`src/lps_pkg.sv`:
```
`default_nettype none

package lps_pkg;

    // Sizes
    localparam int NUM_LEVELS = 5;
    localparam int LEVEL_W    = 3;
    localparam int SLICE_W    = 6;
    localparam int SAMPLE_W   = 10;
    localparam int LED_W      = 8;
    localparam int BCD_W      = 4;
    localparam int APB_DATA_W = 32;
    localparam int APB_ADDR_W = $clog2(NUM_LEVELS * 4);

    // Potentiometer level thresholds: level = sample / LEVEL_DIV, clamped at 4
    localparam int LEVEL_DIV = 205;
    localparam logic [SAMPLE_W-1:0] LEVEL1_MIN = SAMPLE_W'(LEVEL_DIV * 1);
    localparam logic [SAMPLE_W-1:0] LEVEL2_MIN = SAMPLE_W'(LEVEL_DIV * 2);
    localparam logic [SAMPLE_W-1:0] LEVEL3_MIN = SAMPLE_W'(LEVEL_DIV * 3);
    localparam logic [SAMPLE_W-1:0] LEVEL4_MIN = SAMPLE_W'(LEVEL_DIV * 4);

    // Step constants
    localparam logic [LED_W-1:0] BOUNCE_RIGHT_END = 8'h07;
    localparam logic [LED_W-1:0] BOUNCE_LEFT_END  = 8'hE0;
    localparam logic [BCD_W-1:0] BCD_MAX          = 4'd9;

    // Mode codes
    localparam logic MODE_BCD    = 1'b0;
    localparam logic MODE_BOUNCE = 1'b1;

    // Register indexes
    typedef enum logic [LEVEL_W-1:0] {
        REG_LEVEL0 = 3'd0,
        REG_LEVEL1 = 3'd1,
        REG_LEVEL2 = 3'd2,
        REG_LEVEL3 = 3'd3,
        REG_LEVEL4 = 3'd4
    } t_reg_idx;

    typedef logic [SLICE_W-1:0]               t_slices;
    typedef t_slices [NUM_LEVELS-1:0]         t_slice_tbl;

    localparam t_slice_tbl SLICES_RST = {6'd5, 6'd10, 6'd20, 6'd30, 6'd50};

    typedef struct packed {
        logic [SAMPLE_W-1:0] adc_sample;
        logic                adc_valid;
        logic                next_button;
        logic                prev_button;
    } t_req;

    typedef struct packed {
        logic [LED_W-1:0] led_pattern;
        logic             pattern_updated;
        logic             mode;
    } t_rsp;

    typedef struct packed {
        t_slices          slice_idx;
        t_slices          period;
        logic [BCD_W-1:0] bcd_units;
        logic [BCD_W-1:0] bcd_tens;
        logic [LED_W-1:0] bounce;
    } t_core_status;

    // Map a sample to its speed level by threshold compares
    function automatic logic [LEVEL_W-1:0] level_of(input logic [SAMPLE_W-1:0] sample);
        logic [LEVEL_W-1:0] lvl;
        if (sample >= LEVEL4_MIN) begin
            lvl = 3'd4;
        end else if (sample >= LEVEL3_MIN) begin
            lvl = 3'd3;
        end else if (sample >= LEVEL2_MIN) begin
            lvl = 3'd2;
        end else if (sample >= LEVEL1_MIN) begin
            lvl = 3'd1;
        end else begin
            lvl = 3'd0;
        end
        return lvl;
    endfunction

endpackage

`default_nettype wire

```
`src/lps_if.sv`:
```
`default_nettype none

interface lps_req_if
    import lps_pkg::*;
();
    logic valid;
    logic ready;
    t_req payload;

    modport source (output valid, output payload, input ready);
    modport sink   (input valid, input payload, output ready);
endinterface

interface lps_rsp_if
    import lps_pkg::*;
();
    logic valid;
    logic ready;
    t_rsp payload;

    modport source (output valid, output payload, input ready);
    modport sink   (input valid, input payload, output ready);
endinterface

`default_nettype wire

```
`src/led_pattern_sequencer_top.sv`:
```
// Channel  | Dir | Payload                                          | Handshake
// ---------+-----+--------------------------------------------------+-------------
// i_req    | in  | adc_sample[9:0], adc_valid, next_button, prev_b. | valid/ready
// o_rsp    | out | led_pattern[7:0], pattern_updated, mode          | valid/ready
// APB      | in  | paddr[4:0], pwdata[31:0] -> prdata[31:0]         | psel/penable
//
// One request per cycle sustained while results are taken; each request yields one
// result after acceptance (input register, then result register).
// The whole slice update is a single combinational pass between those registers.
// Reset is synchronous, active low; no clearing pass, ready is low during reset
// and rises as soon as reset is released.
// A stalled result register blocks the input register; the input side still
// takes a request in the cycle the result is taken.
`default_nettype none

module led_pattern_sequencer_top
    import lps_pkg::*;
(
    input  wire logic                  i_clk,
    input  wire logic                  i_rst_n,
    lps_req_if.sink                    i_req,
    lps_rsp_if.source                  o_rsp,
    input  wire logic                  psel,
    input  wire logic                  penable,
    input  wire logic                  pwrite,
    input  wire logic [APB_ADDR_W-1:0] paddr,
    input  wire logic [APB_DATA_W-1:0] pwdata,
    output logic      [APB_DATA_W-1:0] prdata,
    output logic                       pready
);

    t_slice_tbl   w_slices;
    t_core_status w_status;

    lps_cfg_regs u_cfg_regs (
        .i_clk    (i_clk),
        .i_rst_n  (i_rst_n),
        .psel     (psel),
        .penable  (penable),
        .pwrite   (pwrite),
        .paddr    (paddr),
        .pwdata   (pwdata),
        .prdata   (prdata),
        .pready   (pready),
        .o_slices (w_slices)
    );

    lps_core u_core (
        .i_clk    (i_clk),
        .i_rst_n  (i_rst_n),
        .i_req    (i_req),
        .o_rsp    (o_rsp),
        .i_slices (w_slices),
        .o_status (w_status)
    );

    // Slice counter stays inside the current period
    a_slice_in_period: assert property (@(posedge i_clk) disable iff (!i_rst_n)
        (w_status.slice_idx == '0) || (w_status.slice_idx < w_status.period))
        else $error("slice index past period length");

    // Counter digits stay decimal
    a_bcd_digits: assert property (@(posedge i_clk) disable iff (!i_rst_n)
        (w_status.bcd_units <= BCD_MAX) && (w_status.bcd_tens <= BCD_MAX))
        else $error("BCD digit out of range");

    // Bouncing block always has three lit LEDs
    a_bounce_width: assert property (@(posedge i_clk) disable iff (!i_rst_n)
        $countones(w_status.bounce) == 3)
        else $error("bounce block lost its width");

    // No period length set until a step has happened
    a_period_set: assert property (@(posedge i_clk) disable iff (!i_rst_n)
        (w_status.period == '0) |-> (w_status.slice_idx == '0))
        else $error("counting slices without a period");

endmodule

`default_nettype wire

```
`src/lps_cfg_regs.sv`:
```
`default_nettype none

module lps_cfg_regs
    import lps_pkg::*;
(
    input  wire logic                  i_clk,
    input  wire logic                  i_rst_n,
    input  wire logic                  psel,
    input  wire logic                  penable,
    input  wire logic                  pwrite,
    input  wire logic [APB_ADDR_W-1:0] paddr,
    input  wire logic [APB_DATA_W-1:0] pwdata,
    output logic      [APB_DATA_W-1:0] prdata,
    output logic                       pready,
    output t_slice_tbl                 o_slices
);

    t_slice_tbl         r_slices;
    logic [LEVEL_W-1:0] w_idx;
    logic               w_hit;
    logic               w_wr;

    assign pready = 1'b1;
    assign w_idx  = paddr[APB_ADDR_W-1:2];
    assign w_hit  = (w_idx <= REG_LEVEL4);
    assign w_wr   = psel && penable && pwrite && pready;

    // Write slice counts; addresses past the last register drop the request
    always_ff @(posedge i_clk) begin
        if (!i_rst_n) begin
            r_slices <= SLICES_RST;
        end else if (w_wr && w_hit) begin
            r_slices[w_idx] <= pwdata[SLICE_W-1:0];
        end
    end

    // Read back
    always_comb begin
        prdata = '0;
        if (w_hit) begin
            prdata = APB_DATA_W'(r_slices[w_idx]);
        end
    end

    assign o_slices = r_slices;

endmodule

`default_nettype wire

```
`src/lps_core.sv`:
```
`default_nettype none

module lps_core
    import lps_pkg::*;
(
    input  wire logic  i_clk,
    input  wire logic  i_rst_n,
    lps_req_if.sink    i_req,
    lps_rsp_if.source  o_rsp,
    input  wire t_slice_tbl i_slices,
    output t_core_status o_status
);

    // Input and result stages
    logic r_in_vld;
    t_req r_in;
    logic r_out_vld;
    t_rsp r_out;
    t_rsp n_rsp;

    // Sequencer state
    logic             r_mode,      n_mode;
    logic [BCD_W-1:0] r_units,     n_units;
    logic [BCD_W-1:0] r_tens,      n_tens;
    logic [LED_W-1:0] r_bounce,    n_bounce;
    logic             r_left,      n_left;
    logic             r_last_next, n_last_next;
    logic             r_last_prev, n_last_prev;
    t_slices          r_slice_idx, n_slice_idx;
    t_slices          r_period,    n_period;
    logic [LED_W-1:0] r_shown,     n_shown;

    logic               w_adv;
    logic               w_take;
    logic               w_start;
    logic               w_step;
    logic               w_run;
    logic [LEVEL_W-1:0] w_level;
    t_slices            w_cfg_n;
    logic [SLICE_W:0]   w_idx_inc;

    // Handshake: result stage frees when empty or taken; hold off requests in reset
    assign w_adv       = !r_out_vld || o_rsp.ready;
    assign w_take      = r_in_vld && w_adv;
    assign i_req.ready = i_rst_n && (!r_in_vld || w_adv);

    // Hold the incoming request
    always_ff @(posedge i_clk) begin
        if (!i_rst_n) begin
            r_in_vld <= 1'b0;
        end else if (i_req.ready) begin
            r_in_vld <= i_req.valid;
        end
    end

    always_ff @(posedge i_clk) begin
        if (i_req.ready && i_req.valid) begin
            r_in <= i_req.payload;
        end
    end

    // Period start decode and speed lookup
    assign w_start = (r_slice_idx == '0);
    assign w_step  = w_start && r_in.adc_valid;
    assign w_run   = !w_start || r_in.adc_valid;
    assign w_level = level_of(r_in.adc_sample);
    always_comb begin
        w_cfg_n = i_slices[w_level];
        if (w_cfg_n == '0) begin
            w_cfg_n = t_slices'(1);
        end
    end

    // Next state for one slice
    always_comb begin
        n_mode      = r_mode;
        n_units     = r_units;
        n_tens      = r_tens;
        n_bounce    = r_bounce;
        n_left      = r_left;
        n_last_next = r_last_next;
        n_last_prev = r_last_prev;
        n_slice_idx = r_slice_idx;
        n_period    = r_period;
        n_shown     = r_shown;
        w_idx_inc   = {1'b0, r_slice_idx} + 1'b1;

        // Advance the active pattern at a period start
        if (w_step) begin
            n_period = w_cfg_n;
            if (r_mode == MODE_BCD) begin
                n_shown = {r_tens, r_units};
                if (r_units >= BCD_MAX) begin
                    n_units = '0;
                    n_tens  = (r_tens >= BCD_MAX) ? '0 : r_tens + 1'b1;
                end else begin
                    n_units = r_units + 1'b1;
                end
            end else begin
                n_shown = r_bounce;
                if (r_left) begin
                    n_bounce = {r_bounce[LED_W-2:0], 1'b0};
                    if (n_bounce == BOUNCE_LEFT_END) begin
                        n_left = 1'b0;
                    end
                end else begin
                    n_bounce = {1'b0, r_bounce[LED_W-1:1]};
                    if (n_bounce == BOUNCE_RIGHT_END) begin
                        n_left = 1'b1;
                    end
                end
            end
        end

        // Poll buttons and count slices
        if (w_run) begin
            n_mode = r_mode
                   ^ (r_last_next && !r_in.next_button)
                   ^ (r_last_prev && !r_in.prev_button);
            n_last_next = r_in.next_button;
            n_last_prev = r_in.prev_button;
            if (w_idx_inc >= {1'b0, n_period}) begin
                n_slice_idx = '0;
            end else begin
                n_slice_idx = w_idx_inc[SLICE_W-1:0];
            end
        end

        n_rsp.led_pattern     = n_shown;
        n_rsp.pattern_updated = w_step;
        n_rsp.mode            = n_mode;
    end

    // Commit state when the request moves to the result stage
    always_ff @(posedge i_clk) begin
        if (!i_rst_n) begin
            r_mode      <= MODE_BCD;
            r_units     <= '0;
            r_tens      <= '0;
            r_bounce    <= BOUNCE_RIGHT_END;
            r_left      <= 1'b1;
            r_last_next <= 1'b1;
            r_last_prev <= 1'b1;
            r_slice_idx <= '0;
            r_period    <= '0;
            r_shown     <= '0;
        end else if (w_take) begin
            r_mode      <= n_mode;
            r_units     <= n_units;
            r_tens      <= n_tens;
            r_bounce    <= n_bounce;
            r_left      <= n_left;
            r_last_next <= n_last_next;
            r_last_prev <= n_last_prev;
            r_slice_idx <= n_slice_idx;
            r_period    <= n_period;
            r_shown     <= n_shown;
        end
    end

    // Result stage
    always_ff @(posedge i_clk) begin
        if (!i_rst_n) begin
            r_out_vld <= 1'b0;
        end else if (w_adv) begin
            r_out_vld <= r_in_vld;
        end
    end

    always_ff @(posedge i_clk) begin
        if (w_take) begin
            r_out <= n_rsp;
        end
    end

    assign o_rsp.valid   = r_out_vld;
    assign o_rsp.payload = r_out;

    assign o_status.slice_idx = r_slice_idx;
    assign o_status.period    = r_period;
    assign o_status.bcd_units = r_units;
    assign o_status.bcd_tens  = r_tens;
    assign o_status.bounce    = r_bounce;

endmodule

`default_nettype wire

```
`src/flat_wrapper.sv`:
```
// flat-port wrapper written by rule: the top's interface ports become plain ports
module led_pattern_sequencer_top_flat import lps_pkg::*;
  (i_clk, i_rst_n, psel, penable, pwrite, paddr, pwdata, prdata, pready, i_req_valid, i_req_payload, i_req_ready, o_rsp_valid, o_rsp_payload, o_rsp_ready);
  lps_req_if i_req_i ();
  lps_rsp_if o_rsp_i ();
  input  wire logic i_clk;
  input  wire logic i_rst_n;
  input  wire logic psel;
  input  wire logic penable;
  input  wire logic pwrite;
  input  wire logic [APB_ADDR_W-1:0] paddr;
  input  wire logic [APB_DATA_W-1:0] pwdata;
  output logic      [APB_DATA_W-1:0] prdata;
  output logic pready;
  input wire logic [$bits(i_req_i.valid)-1:0] i_req_valid;
  input wire logic [$bits(i_req_i.payload)-1:0] i_req_payload;
  output wire logic [$bits(i_req_i.ready)-1:0] i_req_ready;
  output wire logic [$bits(o_rsp_i.valid)-1:0] o_rsp_valid;
  output wire logic [$bits(o_rsp_i.payload)-1:0] o_rsp_payload;
  input wire logic [$bits(o_rsp_i.ready)-1:0] o_rsp_ready;
  assign i_req_i.valid = i_req_valid;
  assign i_req_i.payload = i_req_payload;
  assign i_req_ready = i_req_i.ready;
  assign o_rsp_valid = o_rsp_i.valid;
  assign o_rsp_payload = o_rsp_i.payload;
  assign o_rsp_i.ready = o_rsp_ready;
  led_pattern_sequencer_top u_core (.i_clk(i_clk), .i_rst_n(i_rst_n), .i_req(i_req_i), .o_rsp(o_rsp_i), .psel(psel), .penable(penable), .pwrite(pwrite), .paddr(paddr), .pwdata(pwdata), .prdata(prdata), .pready(pready));
endmodule
```
`config.mk`:
```
export PLATFORM = sky130hd
export DESIGN_NAME = led_pattern_sequencer_top_flat
export DESIGN_NICKNAME = d
export VERILOG_FILES = /design/src/lps_pkg.sv /design/src/lps_if.sv /design/src/led_pattern_sequencer_top.sv /design/src/lps_cfg_regs.sv /design/src/lps_core.sv /design/src/flat_wrapper.sv
export SDC_FILE = /design/constraint.sdc
export NUM_CORES = 1
export LEC_CHECK = 0
export BUFFER_PORTS_ARGS = -buffer_cell sky130_fd_sc_hd__clkbuf_2
export CAP_MARGIN = 5
export CORE_MARGIN = 4
export CORE_UTILIZATION = 50
export DETAILED_ROUTE_END_ITERATION = 6
export PLACE_DENSITY = 0.85
export SLEW_MARGIN = 20
export SYNTH_ARGS = -nofsm -noshare
export SYNTH_HDL_FRONTEND = slang
export SYNTH_SLANG_ARGS = --single-unit
```
`constraint.sdc`:
```
create_clock -name i_clk -period 3.9 [get_ports i_clk]
set_clock_uncertainty 0.05 [all_clocks]
set_input_delay 0.78 -clock i_clk [delete_from_list [all_inputs] [get_ports i_clk]]
set_output_delay 0.78 -clock i_clk [all_outputs]
set_load 0.1 [all_outputs]
```
==> Yosys cells after proc, flatten, opt, wreduce, memory -nomap -nowiden <==
Cells that the tools add are included.
{ "totals": {"regBits": 95, "latch_bits": 0, "ram_bits": 0, "mem_bits_ro": 0, "inputBits": 57, "output_inout_bits": 45, "word_cells": 91, "n_memories": 0} }
{ "classes": {"n_addsub": 3, "mul": 0, "div_mod_pow": 0, "order_cmp": 11, "eq_ne": 2, "shifts": 0, "mux": 24, "bitwise_logic": 3, "n_reduce_logical": 24} }
{ "ops": {"columns": ["op", "count"], "rows": [
  ["6-bit two-way mux", 7],
  ["6-bit binary-select mux with 3-bit select", 2],
  ["30-bit bitwise mux", 1],
  ["8-bit two-way mux", 3],
  ["10-bit greater-or-equal comparator (second input constant)", 2],
  ["6-bit demux with 3-bit select", 1],
  ["6-bit zero test", 2],
  ["10-bit by 8-bit greater-or-equal comparator with 1-bit output (second input constant)", 1],
  ["10-bit by 9-bit greater-or-equal comparator with 1-bit output (second input constant)", 1],
  ["1-bit logical AND", 10],
  ["4-bit by 1-bit adder with 4-bit output (second input constant)", 2],
  ["4-bit greater-or-equal comparator (second input constant)", 2],
  ["3-bit by 4-bit < comparator with 1-bit output (second input constant)", 2],
  ["4-bit two-way mux", 2],
  ["6-bit by 1-bit adder with 7-bit output (second input constant)", 1],
  ["7-bit by 3-bit equality test with 1-bit output (second input constant)", 1],
  ["7-bit equality test (second input constant)", 1],
  ["7-bit by 6-bit greater-or-equal comparator with 1-bit output", 1],
  ["3-bit AND reduction", 2],
  ["1-bit zero test", 5],
  ["1-bit two-way mux", 5],
  ["2-bit two-way mux", 2],
  ["4-bit AND reduction", 1],
  ["3-bit by 1-bit greater-or-equal comparator with 1-bit output (second input constant)", 1],
  ["6 further kinds", 9]
]} }

==> Depth between registers and ports, before layout <==
Gate-level depths: netlist of the first run.
{ "depth": {"word_depth": 12, "ltp_mapped": 19} }

==> Modules after synthesis <==
A second synthesis of the first run with hierarchy kept.
{ "hier_totals": {"cells_unflattened": 547, "hier_area_um2": 5038.6} }
{ "by_module_without_submodules": {"columns": ["module", "n_inst", "cells_each", "area_each_um2", "seq_area_each_um2"], "rows": [
  ["lps_core", 1, 355, 3319.4, 1531.5],
  ["lps_cfg_regs", 1, 192, 1719.1, 600.6]
]} }

==> Worst setup path after synthesis of the first run <==
OpenSTA, ideal clock, no wires.
{ "synth_timing": {"kind": "flip-flop to flip-flop", "startpoint": "reg u_core.u_core.r_out_vld (netlist: u_core.u_core.o_rsp.valid)", "endpoint": "reg u_core.u_core.r_in[0] in the netlist's numbering (enable)", "arrival_ps": 3781, "required_time_ps": 3488, "setup_slack_ps": -293, "path_stages_with_launch": 4, "path_buffers": 0, "path_cell_list": "dfxtp_1 nor2b_1 a21boi_0 and2_1"} }
{ "synth_via": {"elab_chain_len": 5} }
{ "synth_rtl": {"columns": ["element", "line", "text"], "rows": [
  ["start, declared", "lps_core.sv:17", "logic r_out_vld;"],
  ["start signal, assigned", "lps_core.sv:166", "r_out_vld <= r_in_vld;"],
  ["1-bit zero test", "lps_core.sv:43", "assign w_adv = !r_out_vld || o_rsp.ready;"],
  ["1-bit logical OR", "lps_core.sv:43", null],
  ["1-bit logical OR", "lps_core.sv:45", "assign i_req.ready = i_rst_n && (!r_in_vld || w_adv);"],
  ["1-bit logical AND", "lps_core.sv:45", null],
  ["via i_req_ready", "flat_wrapper.sv:17", "output wire logic [$bits(i_req_i.ready)-1:0] i_req_ready;"],
  ["1-bit logical AND", "lps_core.sv:57", "if (i_req.ready && i_req.valid) begin"],
  ["end signal, assigned", "lps_core.sv:58", "r_in <= i_req.payload;"],
  ["end, declared", "lps_core.sv:16", "t_req r_in;"]
]} }
The timed path passes the listed nets, and every way through them passes these cells.
A chain may end at the register's enable or synchronous reset.

==> Final worst setup path of the first run <==
{ "layout_timing": {"startpoint": "reg u_core.u_core.r_in[10] in the netlist's numbering", "endpoint": "reg u_core.u_core.r_slice_idx[3]"} }
{ "layout_via": {"elab_chain_len": 12, "elab_cells_between_ends": 15, "classes_between": "order compare (5); mux (9); reduce/logical (1)"} }
{ "layout_rtl": {"columns": ["element", "line", "text"], "rows": [
  ["10-bit by 8-bit greater-or-equal comparator with 1-bit output", "lps_pkg.sv:75", "end else if (sample >= LEVEL1_MIN) begin"],
  ["1-bit two-way mux", "lps_pkg.sv:75", null],
  ["2-bit two-way mux", "lps_pkg.sv:73", "end else if (sample >= LEVEL2_MIN) begin"],
  ["2-bit two-way mux", "lps_pkg.sv:71", "end else if (sample >= LEVEL3_MIN) begin"],
  ["3-bit two-way mux *", "lps_pkg.sv:69", "if (sample >= LEVEL4_MIN) begin"],
  ["6-bit binary-select mux with 3-bit select *", "lps_core.sv:68", "w_cfg_n = i_slices[w_level];"],
  ["6-bit two-way mux (not written as such) *", "lps_core.sv:68", null],
  ["6-bit zero test", "lps_core.sv:69", "if (w_cfg_n == '0) begin"],
  ["6-bit two-way mux *", "lps_core.sv:69", null],
  ["6-bit two-way mux *", "lps_core.sv:89", "if (w_step) begin"],
  ["via u_core.u_core.n_period[0]", "lps_core.sv:30", "t_slices r_period, n_period;"],
  ["7-bit by 6-bit greater-or-equal comparator with 1-bit output *", "lps_core.sv:122", "if (w_idx_inc >= {1'b0, n_period}) begin"],
  ["6-bit two-way mux *", "lps_core.sv:122", null],
  ["end signal, assigned", "lps_core.sv:155", "r_slice_idx <= n_slice_idx;"],
  ["end, declared", "lps_core.sv:29", "t_slices r_slice_idx, n_slice_idx;"]
]} }
Mark *: on every way through the listed nets, which the timed path passes. The rest lies on a longest branch. The select of a mux whose other input is x is not followed.

==> results of run 1 <==
repair_timing:
item,4_1_cts,5_1_grt
buffers inserted,8,2
endpoints found under the hold margin,0,0
endpoints found under the setup margin,6,6
pin swaps,10,3
gates resized for setup,8,9
layout by cell type (no fill, tap or decap), types with 3 or more instances in the layout:
| cell type | n |
|---|---|
| a221oi_2 | 3 |
| o211a_1 | 17 |
| dfxtp_1 | 72 |
| mux2_2 | 6 |
| o21ai_0 | 18 |
| a211oi_2 | 3 |
| nor2b_1 | 26 |
| nand4_1 | 3 |
| clkinv_2 | 3 |
| conb_1 | 27 |
| a22oi_1 | 13 |
| o22ai_1 | 7 |
| ha_1 | 14 |
| nand2_1 | 63 |
| nand2b_1 | 5 |
| nor2_1 | 23 |
| a21o_1 | 4 |
| clkbuf_8 | 11 |
| clkbuf_2 | 46 |
| edfxtp_1 | 23 |
| mux2i_1 | 51 |
| a21oi_1 | 10 |
| buf_4 | 40 |
| xor2_1 | 5 |
| nand3_1 | 14 |
| a21boi_0 | 3 |
| inv_1 | 12 |
| and3_1 | 3 |
| xnor2_1 | 5 |
| o211ai_1 | 5 |
| o21ai_1 | 4 |
worst max-delay path, stage by stage, from the launching register on:
cell	delay [ns]
edfxtp_1	0.50
nor4_4	0.33
a211oi_2	0.12
a211oi_2	0.15
buf_4	0.20
mux2_4	0.32
a221oi_4	0.32
a41o_1	0.23
o21a_1	0.14
ha_1	0.22
nand2b_1	0.15
a21o_1	0.16
a21o_1	0.17
a21o_1	0.16
a21o_1	0.16
a211o_1	0.28
or3_1	0.32
a21boi_1	0.12
layer usage:
layer / global-route usage, % / vias up / routed length [um]
met4: 9.20 / 0 / 367
met5: 0 / - / 0
li1: - / 1960 / -
met3: 5.33 / 36 / 764
met2: 35.4 / 165 / 5980
met1: 24.4 / 2026 / 5010
report_power, final:
| part | internal, mW | switching (mW) | leakage [nW] |
|---|---|---|---|
| Sequential | 1.03 | 0.0223 | 0.803 |
| Combinational | 0.123 | 0.327 | 1.66 |
| Clock | 0.329 | 0.340 | 0.106 |
| Total | 1.49 | 0.689 | 2.57 |
per-stage QoR:
step                      utilization [%]  instances
after floorplan                         -        542
after global placement               56.3        702
after detailed placement             56.3        702
after CTS                            59.4        726
after global routing                 60.0        728
final                                60.0        728
final cells by class:
type / count / area (sq um) / area share (%)
tap: 133 / 166 / 2.81
timing repair buffer: 89 / 573 / 9.68
sequential: 95 / 2130 / 36.0
multi-input combinational: 382 / 2800 / 47.3
clock inverter: 4 / 45.0 / 0.761
clock buffer: 12 / 155 / 2.62
inverter: 13 / 48.8 / 0.824
registers in the layout, indices dropped and copies added (netlist names):
register	count
u_core.u_cfg_regs.o_slices	30
u_core.u_core.o_rsp.payload	10
u_core.u_core.o_rsp.valid	1
u_core.u_core.r_bounce	8
u_core.u_core.r_in	13
u_core.u_core.r_in_vld	1
u_core.u_core.r_last_next	1
u_core.u_core.r_last_prev	1
u_core.u_core.r_left	1
u_core.u_core.r_mode	1
u_core.u_core.r_period	6
u_core.u_core.r_shown	8
u_core.u_core.r_slice_idx	6
u_core.u_core.r_tens	4
u_core.u_core.r_units	4
logic make-up (layout without fill, tap and decap cells):
group	Yosys count	count (layout)	synth area share [%]
AO/OA/AOI/OAI	113	113	18.3
XOR/XNOR	10	10	1.71
adder cells (fa/ha/maj)	14	14	3.43
buffers and inverters	65	118	7.52
flip-flops	95	95	41.7
multiplexers	58	58	11.5
other	2	27	0.147
AND/OR/NAND/NOR	160	160	15.7
final timing paths:
path / startpoint / to / slack (ns) / depth (start not counted)
worst max-delay path: u_core.u_core.r_in[10] / u_core.u_core.r_slice_idx[3] / -0.26 / 17
worst min-delay path: u_core.u_core.r_last_next / u_core.u_core.r_last_next / 0.44 / 2
worst max register to register: u_core.u_core.r_in[10] / u_core.u_core.r_slice_idx[3] / -0.26 / 17
worst min register to register: u_core.u_core.r_last_next / u_core.u_core.r_last_next / 0.44 / 2
==> key figures, run 1 <==
Detailed routing
  • Via-per-instance ratio: 5.75
  • DRT antenna net count: 0
  • DR WL/cell: 16.7 um
  • Pre-Repair DR Iteration Count: 7
  • Total Wirelength: 12.1 mm
  • 1st-iter DRT viols: 264
  • # DRC: 0
  • Vias after detailed routing: 4187

Clock tree
  • Num CTS Buffers: 9
  • TritonCTS Sinks: 95
  • Clock latency on the worst-skew pair: 0.38 ns
  • CTS hold repair buffers: 0
  • Clock root buffer: clkbuf_8
  • CTS H-tree depth: 3
  • CTS tree: done
  • Worst-path clk slew: 0.09 ns
  • CTS max path bufs: 2

Layout
  • Finished Cell Area: 5920 sq um
  • Antenna Cells: 0
  • Area Overhead vs Synth: 15.9%
  • NumNets Final: 661
  • Layout cells sized above 1: 24.0%
  • Fill count: 763

Logic synthesis
  • Register area share after synthesis: 41.7%
  • Main synth FF type: dfxtp_1
  • Mapped Area: just over 5000 sq um
  • Async set or reset register ratio after synthesis: 0%
  • Area contributors post-synth: dfxtp_1 (28%), edfxtp_1 (14%), mux2i_1 (10%), nand2_1 (4.7%), buf_4 (4.1%)
  • Most frequent cell after synthesis: dfxtp_1
  • Seq cells post-synth: between 90 and 100
  • Top cell type's share of synthesized area: 28.2%
  • Top cell types by occurrence after synthesis: dfxtp_1 (72), nand2_1 (64), mux2i_1 (51), buf_4 (28), nor2b_1 (26)
  • Post-synth EDFFs: 23
  • Mean Syn Cell Area: 9.88 sq um
  • Synth Warn #: 0
  • Synth area leader: dfxtp_1
  • Synthesized instance count: 517
  • Yosys cell types: 67

STA
  • Final critical-path share of the clock period: 107%
  • Fin. max-slew vios: 0
  • Max Fclk: 240 MHz
  • Worst slew margin: 29.9%
  • Final min period: 4.16 ns
  • Worst-Margin Slew: around 1.0 ns
  • Final setup fails: 6
  • Hold Slack: between 0.4 and 0.5 ns
  • Unrepaired setup endpoints after global routing: yes
  • Final worst slack: -0.263 ns
  • Fin. Hold Viols: 0
  • TNS Setup: -1.10 ns

Critical path
  • Worst Path Arrival: 4.43 ns
  • Crit-path max FO: 4
  • Worst EP required: 4.16 ns
  • CP Capture Type: flip-flop
  • CP startpoint kind: flip-flop
  • Critical path type: flip-flop to flip-flop

GRT
  • First-pass GRT wire length: 19.4 mm
  • Initial antenna violation count: 0
  • GRT overflow: 0
  • Vias in the first global route: approximately 4k
  • Total GRT Usage: 20.7%
  • Largest net degree at the start of global routing: 71

Floorplanning
  • Rows: 36
  • Die width: 109 um
  • Die Ht: 109 um
  • Initial core utilization: roughly half
  • Core area: 9860 sq um
  • I/O pin count: 102
  • DIE AREA: ~12000 sq um

Place
  • Setup WS pre-CTS: -0.210 ns
  • IO buf count: 46
  • HPWL Detailed: 8.27 mm
  • Placed cell areas: ~5600 sq um
  • Placer Congestion: 0.889

Run status
  • Status: finished with violations
  • Violations in the final reports: setup timing

Power
  • Total Power: roughly 2.2 mW
  • Leakage dissipation: 2.57 nW
  • Worst vdd ir: 0.000254 V
  • Pwr/cell area: 367 nW/um^2

Hold path
  • HP Class: flip-flop to flip-flop

Run
  • Max cap viols: 0
No activity file was read; power rests on OpenSTA's default activity.
==> run 2: changes to the inputs <==
Settings changed: PLACE_DENSITY 0.85 to 0.86, SYNTH_HIERARCHICAL set to 1.
==> run 2 against run 1 <==
  * The run still ends with setup timing left
  * Critical path depth is 1 higher
  * Worst setup slack lost 0.28 ns
  * Clock power fell by 3%
  * Synthesized cell count rose by 5.8%
  * Critical path type unchanged
  * Largest cell class unchanged
==> key figures, run 2 <==
Power
  • Pwr/cell area: 368 nW/um^2 (+0.24%)
  • Worst vdd ir: 0.000197 V (-22%)
  • Total Power: 2.15 mW (-1.3%)
  • Leakage dissipation: 2.49 nW (-3.1%)

Floorplanning
  • Core area: 9770 sq um (-0.91%)
  • I/O pin count: 102 (unchanged)
  • Die Ht: 108 um (-0.65%)
  • Die width: 108 um (-0.65%)
  • DIE AREA: 11700 sq um (-1.3%)
  • Initial core utilization: 51.5% (-0.25 points)
  • Rows: 36 (unchanged)

Run
  • Max cap viols: 0 (unchanged)

Layout
  • Max FFs per register: 30 (unchanged)
  • Layout cells sized above 1: 19.8% (-4.3 points)
  • Commonest non-fill, non-tap cell in the layout: nand2_1
  • Fin cells: 750 (+3.0%)
  • Leading cell types in the layout, fill and taps excluded: nand2_1 (76), dfxtp_1 (72), mux2i_1 (61), clkbuf_2 (45), buf_4 (37)
  • Finished Cell Area: 5830 sq um (-1.6%)
  • NumNets Final: 683 (+3.3%)
  • Area Overhead vs Synth: 15.7%
  • Post-Route Utilization: 59.6% (-0.41 points)
  • Antenna Cells: 0 (unchanged)

Critical path
  • Worst r2r dst: u_core/u_core/r_slice_idx[3]
  • Worst EP required: 4.15 ns (about the same)
  • Worst path buffer plus inverter count: 1 (unchanged)
  • Worst Path Arrival: 4.69 ns (+0.26 ns)
  • CP startpoint kind: flip-flop
  • Slowest CP cell: edfxtp_1
  • Critical path's top delay family: compound AO/OA/AOI/OAI gates
  • Reg2reg path depth: 18 (+1)
  • Worst r2r src: u_core/u_core/r_in[10]
  • Crit-path max FO: 7 (+3)
  • CP max stage delay: 0.46 ns (-0.04 ns)
  • Critical Path Most Common Cell: a21o_1
  • CP Capture Type: flip-flop
  • Worst path cell trace: nor4_4 > a21oi_2 > a221o_1 > buf_12 > mux2i_2 > o221ai_2 > or3_1 > or3_4 > a2bb2oi_2 > ha_1 > nand2b_4 > a21o_1 > a21o_1 > a21o_1 > a21o_1 > a211oi_4 > o211ai_1 > a21oi_1
  • Critical path type: flip-flop to flip-flop
  • Worst R2R Setup Slack: -0.54 ns (-0.28 ns)

GRT
  • Largest net degree at the start of global routing: 50 (-30%)
  • GRT overflow: 0 (unchanged)
  • Vias in the first global route: 4063 (-1.4%)
  • Total GRT Usage: 20.0% (-0.66 points)
  • First-pass GRT wire length: 18.9 mm (-2.9%)
  • Initial antenna violation count: 0 (unchanged)

Run status
  • Violations in the final reports: setup timing
  • Status: finished with violations

Logic synthesis
  • Yosys cell types: 60 (-10%)
  • Top cell types by occurrence after synthesis: nand2_1 (76), dfxtp_1 (72), mux2i_1 (64), nor2_1 (34)
  • Most frequent cell after synthesis: nand2_1
  • Async set or reset register ratio after synthesis: 0% (unchanged)
  • Mapped Area: 5040 sq um (-1.4%)
  • Top cell type's share of synthesized area: 28.6% (+0.40 points)
  • Synthesized instance count: 547 (+5.8%)
  • Synth Warn #: 6 (+6)
  • Seq cells post-synth: 95 (unchanged)
  • Synth area leader: dfxtp_1
  • Register area share after synthesis: 42.3% (+0.59 points)
  • Post-synth EDFFs: 23 (unchanged)
  • Area contributors post-synth: dfxtp_1 (29%), edfxtp_1 (14%), mux2i_1 (13%), nand2_1 (5.7%), buf_4 (4.6%)
  • Main synth FF type: dfxtp_1
  • Mean Syn Cell Area: 9.21 sq um (-6.8%)

Place
  • Post-Place Cells: 725 (+3.3%)
  • IO buf count: 46 (unchanged)
  • HPWL Detailed: 8.10 mm (-2.2%)
  • Placer Congestion: 0.852 (-4.2%)
  • Placed cell areas: 5450 sq um (-1.9%)
  • Setup WS pre-CTS: -0.588 ns (-0.378 ns)

Hold path
  • Hold endpoint: u_core/u_core/r_shown[4]
  • HP Class: flip-flop to flip-flop
  • Hold wc startpoint: u_core/u_core/r_shown[4]
  • Worst Hold Depth: 2 (unchanged)

Clock tree
  • TritonCTS Sinks: 95 (unchanged)
  • CTS max path bufs: 2 (unchanged)
  • Worst-path clk slew: 0.09 ns (about the same)
  • Num CTS Buffers: 9 (unchanged)
  • CTS hold repair buffers: 0 (unchanged)
  • CTS H-tree depth: 3 (unchanged)
  • Clock latency on the worst-skew pair: 0.36 ns (-0.02 ns)
  • Clock root buffer: clkbuf_8
  • CTS tree: done

STA
  • Unrepaired setup endpoints after global routing: yes
  • Final setup fails: 6 (unchanged)
  • TNS Setup: -3.00 ns (-1.89 ns)
  • Fin. Hold Viols: 0 (unchanged)
  • Final worst slack: -0.539 ns (-0.276 ns)
  • Final critical-path share of the clock period: 114% (+7.1 points)
  • Worst-Margin Slew: 0.673 ns (-0.376 ns)
  • Fin. max-slew vios: 0 (unchanged)
  • Hold Slack: 0.414 ns (-0.0244 ns)
  • Worst slew margin: 54.8% (+25 points)
  • Final min period: 4.44 ns (+0.276 ns)
  • Max Fclk: 225 MHz (-6.2%)

Detailed routing
  • Total Wirelength: 11.8 mm (-3.0%)
  • Pre-Repair DR Iteration Count: 5 (-2)
  • DR WL/cell: 15.7 um (-5.8%)
  • # DRC: 0 (unchanged)
  • 1st-iter DRT viols: 337 (+28%)
  • Vias after detailed routing: 4140 (-1.1%)
  • DRT antenna net count: 0 (unchanged)
  • Via-per-instance ratio: 5.52 (-4.0%)
## run 2: cell count changes after synthesis, moves of 12 or more
cell / before / now
a22oi_1: 13 / 1
o21ai_0: 19 / 31
mux2i_1: 51 / 64
o211a_1: 17 / 1
a21oi_1: 10 / 22
nand2_1: 64 / 76
## run 2: tightest hold or removal path: stages, from the launching register on
cell and delay, ns:
dfxtp_1 0.32, nand2_1 0.05, a21oi_1 0.05
## run 2: where the power goes
group	total (mW)	switching (mW)	internal (mW)
logic	0.446	0.327	0.119
clock network	0.650	0.353	0.298
registers	1.05	0.0196	1.03
## run 2: kinds of logic (layout without fill, tap and decap cells)
family          after synthesis  in the layout  synth area share [%]
other cells                   2             27                 0.149
buf+inv                      71            116                  7.80
xor+xnor                      8              8                  1.39
simple gates                180            180                  17.3
compound gates              109            109                  13.7
mux                          68             68                  13.8
fa+ha+maj                    14             14                  3.48
flops                        95             95                  42.3
## run 2: final cells by class
cell class | instances | area (sq um)
clock buffers | 9 | 124
clock inverters | 7 | 71.3
fillers | 801 | 3950
inverters | 17 | 63.8
multi-input cells | 406 | 2750
flip-flops and latches | 95 | 2130
well taps | 133 | 166
repair buffers | 83 | 523
## run 2: worst max path at each step
| stage | endpoint | start | cells past startpoint |
|---|---|---|---|
| 2_1_floorplan | u_core/u_core/r_slice_idx[3] | u_core/u_core/r_in[10] | 18 |
| 3_3_place_gp | u_core/u_core/r_slice_idx[3] | u_core/u_core/r_in[10] | 18 |
| 3_5_place_dp | u_core/u_core/r_slice_idx[3] | u_core/u_core/r_in[4] | 18 |
| 4_1_cts | u_core/u_core/r_slice_idx[3] | u_core/u_core/r_in[6] | 18 |
| 5_1_grt | u_core/u_core/r_slice_idx[1] | u_core/u_core/r_in[10] | 18 |
| 6_report | u_core/u_core/r_slice_idx[3] | u_core/u_core/r_in[10] | 18 |
## run 2: routing by layer
metal	vias up	GRT usage [%]	wire, um
li1	2014	-	-
met1	1993	25.1	5050
met2	120	35.2	5980
met3	13	3.58	577
met4	0	6.04	148
met5	-	0	0
## run 2: timing repair
| action | CTS | global route |
|---|---|---|
| gates resized for setup | 10 | 8 |
| pin swaps | 10 | 19 |
| endpoints found under the setup margin | 6 | 6 |
| setup buffers | 2 | 7 |
==> run 3: changes to the inputs <==
Settings changed: CORE_UTILIZATION 50 to 30, PLACE_DENSITY 0.86 to 0.6.
==> run 3 against run 2 <==
  * The run still ends with setup timing left
  * Worst setup slack improved by 0.14 ns
  * Die area increased by 61%
  * Flip-flop and latch count stayed put
  * Highest routed layer unchanged
==> key figures, run 3 (same netlist as run 2, synthesis figures left out) <==
Clock tree
  • CTS max path bufs: 2 (unchanged)
  • CTS tree: done
  • Num CTS Buffers: 9 (unchanged)
  • Clock latency on the worst-skew pair: 0.35 ns (about the same)
  • Clock root buffer: clkbuf_16
  • CTS hold repair buffers: 0 (unchanged)
  • TritonCTS Sinks: 95 (unchanged)
  • Worst-path clk slew: 0.07 ns (-0.02 ns)
  • CTS H-tree depth: 3 (unchanged)

STA
  • Fin. max-slew vios: 0 (unchanged)
  • Final worst slack: -0.397 ns (+0.142 ns)
  • Worst-Margin Slew: 0.673 ns (+0.000114 ns)
  • Final critical-path share of the clock period: 110% (-3.7 points)
  • Worst slew margin: 55.1% (+0.23 points)
  • Fin. Hold Viols: 0 (unchanged)
  • Unrepaired setup endpoints after global routing: yes
  • Final min period: 4.30 ns (-0.142 ns)
  • Max Fclk: 233 MHz (+3.3%)
  • Final setup fails: 6 (unchanged)

Critical path
  • CP max stage delay: 0.40 ns (-0.06 ns)
  • CP Capture Type: flip-flop
  • Worst Path Arrival: 4.53 ns (-0.16 ns)
  • Worst EP required: 4.13 ns (-0.02 ns)
  • Critical Path Most Common Cell: a21o_1
  • Slowest CP cell: a2111oi_2
  • Worst path cell trace: o211ai_1 > a2111oi_2 > a221o_1 > buf_12 > mux2i_4 > o22ai_2 > or3_1 > or3_4 > a2bb2oi_2 > ha_1 > nand2b_4 > a21o_1 > a21o_1 > a21o_1 > a21o_1 > a211oi_4 > o211ai_1 > a21oi_1
  • Crit-path max FO: 7 (unchanged)
  • Critical path type: flip-flop to flip-flop
  • Worst r2r src: u_core/u_core/r_in[4]
  • Worst path buffer plus inverter count: 1 (unchanged)
  • CP startpoint kind: flip-flop
  • Critical path's top delay family: compound AO/OA/AOI/OAI gates
  • Worst setup startpoint: u_core/u_core/r_in[4]

Detailed routing
  • Vias after detailed routing: 4085 (-1.3%)
  • DRT antenna net count: 0 (unchanged)
  • Total Wirelength: 12.2 mm (+4.0%)
  • 1st-iter DRT viols: 255 (-24%)
  • Pre-Repair DR Iteration Count: 5 (unchanged)
  • # DRC: 0 (unchanged)
  • Via-per-instance ratio: 4.88 (-12%)
  • DR WL/cell: 14.6 um (-6.9%)

Floorplanning
  • Initial core utilization: 30.5% (-21 points)
  • Rows: 47 (+31%)
  • DIE AREA: 18900 sq um (+61%)
  • I/O pin count: 102 (unchanged)
  • Core area: 16500 sq um (+69%)
  • Die width: 138 um (+27%)
  • Die Ht: 138 um (+27%)

Place
  • Placer Congestion: 0.866 (+1.6%)
  • HPWL Detailed: 8.68 mm (+7.2%)
  • Post-Place Cells: 813 (+12%)
  • Setup WS pre-CTS: -0.626 ns (-0.0379 ns)
  • IO buf count: 46 (unchanged)

Layout
  • Antenna Cells: 0 (unchanged)
  • NumNets Final: 683 (unchanged)
  • Fill count: 1682 (+110%)
  • Commonest non-fill, non-tap cell in the layout: nand2_1
  • Layout cells sized above 1: 19.6% (-0.16 points)
  • Fin cells: 837 (+12%)
  • Max FFs per register: 30 (unchanged)
  • Area Overhead vs Synth: 19.8%
  • Leading cell types in the layout, fill and taps excluded: nand2_1 (76), dfxtp_1 (72), mux2i_1 (61), clkbuf_2 (45), buf_4 (36)

Run status
  • Status: finished with violations
  • Violations in the final reports: setup timing

Hold path
  • HP Class: flip-flop to flip-flop
  • Hold wc startpoint: u_core/u_core/r_shown[4]

Run
  • Max cap viols: 0 (unchanged)

Power
  • Leakage dissipation: 2.56 nW (+2.7%)
  • Pwr/cell area: 400 nW/um^2 (+8.7%)
  • Worst vdd ir: 0.000233 V (+18%)

GRT
  • First-pass GRT wire length: 19.5 mm (+3.4%)
  • Initial antenna violation count: 0 (unchanged)
  • Total GRT Usage: 13.1% (-6.9 points)
  • Vias in the first global route: 3958 (-2.6%)
  • Largest net degree at the start of global routing: 50 (unchanged)
  • GRT overflow: 0 (unchanged)
==> run 3: changes by cell type in the layout (fill, tap and decap cells not counted), moves of 2 or more <==
cell        change
clkbuf_16      +10
clkbuf_8        -8
clkinvlp_4      -2
inv_6           -2
==> run 3: area by class of cell <==
cell class,instances,area [sq um],share of cell area [%]
clock buffer,12,268,4.44
timing repair buffer,83,536,8.87
sequential,95,2130,35.3
tap,220,275,4.56
clock inverter,4,42.5,0.705
inverter,17,63.8,1.06
multi-input combinational,406,2720,45.0
==> run 3: routing by layer <==
metal / GRT usage, % / share of wire [%] / routed length [um] / up-vias
li1: - / - / - / 2009
met1: 16.0 / 45 / 5490 / 1968
met2: 22.6 / 49 / 6000 / 96
met3: 2.59 / 4.5 / 548 / 12
met4: 5.16 / 1.6 / 190 / 0
met5: 0 / 0 / 0 / -
==> run 3: report_power, final <==
group	internal, mW	leakage (nW)	switching (mW)	total, mW
combinational	0.122	1.60	0.329	0.451
sequential	1.03	0.800	0.0174	1.05
clock	0.548	0.153	0.368	0.916
total	1.70	2.56	0.715	2.42
==> run 3: what timing repair did <==
| action | CTS | global route |
|---|---|---|
| resized for setup | 11 | 6 |
| pin swaps | 14 | 14 |
| setup endpoints to repair | 6 | 6 |
| hold endpoints to repair | 0 | 0 |
| setup buffers | 2 | 6 |
==> run 3: per-stage QoR <==
step	instance area [sq um]	hold WS (ns)	utilization [%]	TNS, ns	power [mW]
4_1_cts	5960	0.409	36.1	-2.92	2.43
6_report	6040	0.411	36.5	-2.18	2.42
5_1_grt	6040	0.435	36.5	-3.18	2.51
3_5_place_dp	5580	0.400	33.8	-3.53	1.50
3_3_place_gp	5580	0.393	33.8	-2.44	1.49
2_1_floorplan	5160	0.387	-	-0.791	1.42
==> run 3: final timing paths <==
kind / endpoint / slack (ns) / cells past startpoint
worst max register to register: u_core/u_core/r_slice_idx[3] / -0.40 / 18
worst min-delay path: u_core/u_core/r_shown[4] / 0.41 / 2
worst max-delay path: u_core/u_core/r_slice_idx[3] / -0.40 / 18
worst min register to register: u_core/u_core/r_shown[4] / 0.41 / 2
==> run 3: worst min-delay path: stages, from the launching register on <==
cell and delay [ns]:
dfxtp_1 0.31, nand2_1 0.05, a21oi_1 0.05
